## src/rtl/wfpa_pkg.sv

```systemverilog
`default_nettype none
package wfpa_pkg;

  // Fixed widths cover the largest heap the block supports, plus sum headroom.
  localparam int SIZE_W = 26;
  localparam int IDX_W  = 8;
  localparam int CNT_W  = 9;
  localparam int HDR_W  = 7;
  localparam int TOT_W  = 17;
  localparam int REQ_W  = 17;
  localparam int OFF_W  = 16;

  localparam logic [TOT_W-1:0] TOTAL_RESET  = 17'd4096;
  localparam logic [HDR_W-1:0] HEADER_RESET = 7'd16;
  localparam logic [SIZE_W-1:0] GRAIN       = 26'd4;

  localparam logic REG_TOTAL  = 1'b0;
  localparam logic REG_HEADER = 1'b1;
  localparam logic OP_ALLOC   = 1'b0;
  localparam logic OP_FREE    = 1'b1;

  typedef struct packed {
    logic              valid;
    logic              used;
    logic [SIZE_W-1:0] offset;
    logic [SIZE_W-1:0] size;
  } entry_t;

  typedef enum logic [5:0] {
    C_NOP   = 6'b000001,
    C_INIT  = 6'b000010,
    C_SPLIT = 6'b000100,
    C_USE   = 6'b001000,
    C_FREE  = 6'b010000,
    C_MERGE = 6'b100000
  } cmd_code_t;

  typedef struct packed {
    cmd_code_t         code;
    logic [IDX_W-1:0]  idx;
    logic [SIZE_W-1:0] need;
    logic [SIZE_W-1:0] hdr;
    logic [SIZE_W-1:0] init_size;
    logic [OFF_W-1:0]  rel;
    logic              scan_free;
  } cmd_t;

  typedef struct packed {
    logic              found;
    logic [IDX_W-1:0]  idx;
    logic [SIZE_W-1:0] size;
    logic [SIZE_W-1:0] offset;
    logic              lfree;
    logic              rfree;
  } cand_t;

endpackage
`default_nettype wire

```

## src/rtl/wfpa_cell.sv

```systemverilog
`default_nettype none
module wfpa_cell import wfpa_pkg::*; #(
  parameter int POS = 0
) (
  input  wire logic   clk,
  input  wire logic   rst,
  input  wire cmd_t   cmd,
  input  wire entry_t left,
  input  wire entry_t right,
  input  wire cand_t  cand_in,
  output entry_t      ent,
  output cand_t       cand_out
);

  entry_t ent_next;
  cand_t  cand_next;
  logic [IDX_W:0] p;
  logic [IDX_W:0] i;
  logic [SIZE_W-1:0] data_sum;
  logic match_alloc;
  logic match_free;
  logic take;

  assign p = (IDX_W+1)'(POS);
  assign i = {1'b0, cmd.idx};
  assign data_sum = ent.offset + cmd.hdr;

  always_comb begin
    ent_next = ent;
    case (cmd.code)
      C_INIT: begin
        ent_next = '0;
        if (p == '0) begin
          ent_next.valid = 1'b1;
          ent_next.size  = cmd.init_size;
        end
      end
      C_SPLIT: begin
        if (p == i) begin
          ent_next.size = cmd.need;
          ent_next.used = 1'b1;
        end else if (p == i + 1'b1) begin
          ent_next.valid  = 1'b1;
          ent_next.used   = 1'b0;
          ent_next.offset = left.offset + cmd.hdr + cmd.need;
          ent_next.size   = left.size - cmd.hdr - cmd.need;
        end else if (p > i + 1'b1) begin
          ent_next = left;
        end
      end
      C_USE: begin
        if (p == i) ent_next.used = 1'b1;
      end
      C_FREE: begin
        if (p == i) ent_next.used = 1'b0;
      end
      C_MERGE: begin
        if (p == i) begin
          ent_next.size = ent.size + cmd.hdr + right.size;
        end else if (p > i) begin
          ent_next = right;
        end
      end
      default: ent_next = ent;
    endcase
  end

  // Each cell improves on the candidate handed over by its left neighbor.
  assign match_alloc = ent.valid && !ent.used && (ent.size >= cmd.need);
  assign match_free  = ent.valid && ent.used && (data_sum[OFF_W-1:0] == cmd.rel);
  assign take = cmd.scan_free ? (match_free && !cand_in.found)
                              : (match_alloc && (!cand_in.found || ent.size > cand_in.size));

  always_comb begin
    cand_next = cand_in;
    if (take) begin
      cand_next.found  = 1'b1;
      cand_next.idx    = IDX_W'(POS);
      cand_next.size   = ent.size;
      cand_next.offset = ent.offset;
      cand_next.lfree  = left.valid && !left.used;
      cand_next.rfree  = right.valid && !right.used;
    end
  end

  always_ff @(posedge clk) begin
    if (rst) begin
      ent <= '0;
    end else begin
      ent <= ent_next;
    end
    cand_out <= cand_next;
  end

endmodule
`default_nettype wire

```

## config.mk

```make
export PLATFORM = sky130hd
export DESIGN_NAME = wfpa_cell
export DESIGN_NICKNAME = d
export VERILOG_FILES = /design/src/rtl/wfpa_pkg.sv /design/src/rtl/wfpa_cell.sv
export SDC_FILE = /design/constraint.sdc
export NUM_CORES = 1
export LEC_CHECK = 0
export BUFFER_PORTS_ARGS = -buffer_cell sky130_fd_sc_hd__buf_2
export CORE_ASPECT_RATIO = 1.1
export CORE_MARGIN = 2
export CORE_UTILIZATION = 54
export CTS_BUF_LIST = sky130_fd_sc_hd__clkbuf_4 sky130_fd_sc_hd__clkbuf_8
export DETAILED_ROUTE_END_ITERATION = 16
export PLACE_DENSITY = 0.84
export SYNTH_ARGS = -nofsm -noshare
export SYNTH_HDL_FRONTEND = slang
export SYNTH_SLANG_ARGS = --single-unit
```

## constraint.sdc

```tcl
create_clock -name clk -period 4.4 [get_ports clk]
set_input_delay 0.22 -clock clk [delete_from_list [all_inputs] [get_ports clk]]
set_output_delay 0.22 -clock clk [all_outputs]
set_load 0.02 [all_outputs]
```

* After elaboration in Yosys (flattened, before gate mapping)
Cells that the tools add are included.
** Operators by class
- $add $sub $neg :: 8
- Magnitude comparators :: 4
- Equal/unequal tests :: 14
- Multiplexer cells :: 16
- Reductions and logical operators :: 20
** Operator list (count)
- 54-bit 2-to-1 mux :: 4
- 52-bit one-hot mux with 3 select lines :: 1
- 26-bit adder :: 4
- 26-bit 2-to-1 mux :: 3
- 26-bit subtractor :: 2
- 28-bit 2-to-1 mux :: 1
- 26-bit greater-or-equal comparator :: 1
- 26-bit > comparator :: 1
- 9-bit logical NOT :: 2
- 16-bit adder :: 1
- 16-bit equality test :: 1
- 2-bit inequality test, second input constant :: 5
- 8-bit by 1-bit adder with 9-bit output, second input constant :: 1
- 1-bit by 9-bit > comparator with 1-bit output, first input constant :: 1
- 1-bit by 8-bit > comparator with 1-bit output, first input constant :: 1
- 1-bit logical AND :: 8
- 6-bit by 2-bit equality test with 1-bit output, second input constant :: 1
- 6-bit by 3-bit equality test with 1-bit output, second input constant :: 1
- 6-bit by 4-bit equality test with 1-bit output, second input constant :: 1
- 6-bit by 5-bit equality test with 1-bit output, second input constant :: 1
- 6-bit equality test, second input constant :: 1
- 3-bit inequality test, second input constant :: 2
- 6-bit AND reduction :: 1
- 1-bit 2-to-1 mux :: 5
- other kinds (9) :: 12
** Word-level totals
- Flip-flop bits (word level) :: 117
- Input port bits :: 282
- Word-level logic and storage cells :: 72

* Depth between registers and ports, before layout
- Word-level depth :: 6
- Depth in mapped cells :: 14
- Mapped depth without buffers :: 14

* Worst setup path after synthesis
OpenSTA, ideal clock, no wires.
- Kind :: flip-flop to flip-flop
- Start point :: register ent[26] (netlist bit)
- End point :: register cand_out[10] (netlist bit)
- Library setup time :: 0.121 ns
- Data arrival time :: 3.390 ns
- Data required time :: 4.279 ns
- Slack :: 0.889 ns
- Cell stages (with the launch flop) :: 13
- Cell sequence :: dfxtp_1 ha_1 fa_1 a21o_1 a21o_1 a2111oi_2 o21ai_1 a211o_1 a21oi_1 nand3_1 o41ai_4 buf_6 mux2_2
** RTL lines
- start: declaration :: RTL line wfpa_cell.sv:11 : output entry_t ent,
- start signal: assignment :: RTL line wfpa_cell.sv:90 : ent <= ent_next;
- end signal: assignment :: RTL line wfpa_cell.sv:92 : cand_out <= cand_next;
- end: declaration :: RTL line wfpa_cell.sv:12 : output cand_t cand_out

==> results.json <==
{
  "start_util": 0.548,
  "worstMarginPinSlew_ps": 983,
  "hold_depth": 2,
  "cts_setup_buffers": 0,
  "seq_area_um2": 2340,
  "synthFlopType": "dfxtp_1",
  "multi_input_area_um2": 9940,
  "setup_viol": 0,
  "yosys-top-cells-area": "dfxtp_1, ha_1, fa_1",
  "report.final.slew_viol_count": 0,
  "wirelength_mm": 52.6,
  "grt_max_degree": 62,
  "synth_cells": 1551,
  "core_um2": 23600,
  "grt_pass1_vias": 14299,
  "clock_path_buffers": 2,
  "hold_class": "primary input to flip-flop",
  "drc_errors": 0,
  "powerDensity_nw_per_um2": 257,
  "maxCapViolations": 0,
  "slew_headroom": 0.337,
  "avgSynthCellArea_um2": 8.35,
  "cp_common_cell": "a21o_1",
  "critPathMaxStageDelay_ps": 450,
  "rows": 59,
  "cts_tree": "done",
  "crit_family": "compound AO/OA/AOI/OAI gates",
  "critPathArrivalTime_ps": 4180,
  "tns_ps": 0,
  "antenna_found_initial": 9,
  "ys_types": 64,
  "rr_worst_depth": 12,
  "drt_iter0_drc": 1252,
  "period_needed_ps": 3840,
  "status": "finished, final reports clean",
  "die_h_um": 166,
  "synth_edf_count": 0,
  "criticalPathCategory": "flip-flop to flip-flop",
  "p_leak_nw": 7.74,
  "grt_util_all_layers": 0.409,
  "die_w_um": 152,
  "ys_seq_area_frac": 0.181,
  "finClkSkew_ps": 26.3,
  "dp_hpwl_mm": 41.0,
  "end_kind": "flip-flop",
  "nFillCells": 1983,
  "hold_viol": 0,
  "synth_most_common_cell": "ha_1",
  "wl_per_cell_um": 23.1,
  "yosys_warnings": 0,
  "clock-sinks": 117,
  "viasPerCell": 6.35,
  "place_congestion": 1.06,
  "ys_ff_latch": 117,
  "num_io_pins": 399,
  "synth_nets": 2057,
  "critPathMaxFanout": 61,
  "grt_pass1_wl_mm": 78.2,
  "clk_pin_slew_ps": 100,
  "crit_chain": "ha_1 > fa_1 > a21o_1 > a21o_1 > a2111oi_2 > o21ai_1 > a211o_1 > a21oi_1 > nand3_1 > o41ai_4 > buf_12 > mux2_2",
  "cp_num_cells": 12,
  "synth_top_area_frac": 0.181,
  "fin_crit_sh": 0.873,
  "worstSkewPairLatency_ps": 470,
  "htree_num_levels": 4,
  "path_buf_inv": 1,
  "power.total_mw": 4.12,
  "drt_pre_antenna_iters": 6,
  "rsz0062_at_grt": "no",
  "synthTopCellsByCount": "ha_1, nor2_1, a21oi_1, dfxtp_1, nand2_1",
  "root_buffer": "clkbuf_8",
  "fmax_mhz": 260,
  "overflow": 0,
  "placed_area_um2": 15200,
  "fin_area_um2": 16000,
  "syn_to_final_growth_pct": 23.6,
  "slowest_stage": "mux2_2",
  "peakVddDrop_mv": 0.171,
  "synth_area_um2": 13000,
  "worstSetupStartpointType": "flip-flop",
  "fin_nets": 2462,
  "io_buffers": 372,
  "postRouteAntennaNets": 0,
  "final_util": 0.678,
  "crit_required_ps": 4740,
  "async_flop_share": 0,
  "vias": 14487,
  "cts_made_buffers": 17,
  "dieArea_um2": 25200,
  "synth_top_cell_by_area": "dfxtp_1",
  "drive_gt1_frac": 0.250
}
[path summary, 6_finish.rpt]
kind | start | endpoint | slack [ps]
setup / recovery | ent[26] | cand_out[37] | 560
hold reg to reg | ent[26] | ent[26] | 490
setup reg to reg | ent[26] | cand_out[37] | 560
hold / removal | cand_in[49] | cand_out[49] | 4
[worst register-to-register path: cells and delay by family (launching register included)]
family / cells / cell delay, ps
AO/OA/AOI/OAI: 7 / 1730
adder cells (fa/ha/maj): 2 / 640
multiplexers: 1 / 490
buffers and inverters: 1 / 360
flip-flops: 1 / 340
AND/OR/NAND/NOR: 1 / 180
[placed cells by master, fill, tap and decap left out, types with 32 or more instances in the layout]
master / Yosys / routed
a21o_1: 46 / 46
dlygate4sd3_1: 0 / 42
buf_2: 0 / 372
a21oi_1: 127 / 127
ha_1: 146 / 146
fa_1: 78 / 78
nor3_1: 33 / 33
nand2_1: 115 / 115
inv_1: 114 / 114
nand3_1: 41 / 39
mux2_2: 51 / 51
a211oi_1: 32 / 32
nor2_1: 128 / 128
dfxtp_1: 117 / 117
o21ai_0: 98 / 97
xnor2_1: 55 / 55
[where the power goes]
group          total, mW  internal [mW]  leakage (nW)  switching, mW
Combinational       1.93          0.807          6.58           1.12
Clock               1.06          0.469         0.191          0.594
Sequential          1.13           1.10         0.968         0.0287
Total               4.12           2.37          7.74           1.75
[repair_timing]
item	CTS	global route
endpoints found under the hold margin	40	2
gates resized for setup	0	0
hold buffers	40	2
[flip-flops by register name, indices dropped and copies added (netlist names)]
| signal | flops |
|---|---|
| cand_out | 63 |
| ent | 54 |
[per-layer routing]
metal  vias to the layer above  GRT usage  wire (µm)
li1                       6497          -          -
met1                      6677      0.462      18200
met2                       990      0.651      23700
met3                       317     0.0964       5620
met4                         6      0.332       5020
met5                         -          0         34
[area by class of cell]
cell class,count,share of cell area
Sequential cell,117,0.146
Inverter,114,0.0267
Clock buffer,18,0.0151
Tap cell,305,0.0238
Multi-Input combinational cell,1264,0.621
Clock inverter,14,0.00875
Antenna cell,8,0.00125
Timing Repair Buffer,442,0.157
[through the flow]
stage	std cells	setup slack (ps)	hold slack, ps
finish	2282	557	3.82
global route	2280	311	1.66
CTS	2272	602	0.871
detailed placement	2200	402	436
global placement	2200	450	425
floorplan	1551	889	332
[cell families (layout without fill, tap and decap cells)]
kind of cell | after synthesis | count (layout) | share of synthesized area
AO/OA/AOI/OAI | 472 | 472 | 0.240
AND/OR/NAND/NOR | 413 | 413 | 0.148
adder cells (fa/ha/maj) | 224 | 224 | 0.262
buffers and inverters | 170 | 588 | 0.0527
flip-flops | 117 | 117 | 0.181
XOR/XNOR | 86 | 86 | 0.0581
multiplexers | 69 | 69 | 0.0589
other | 0 | 8 | 0
No activity file was read; power rests on OpenSTA's default activity.
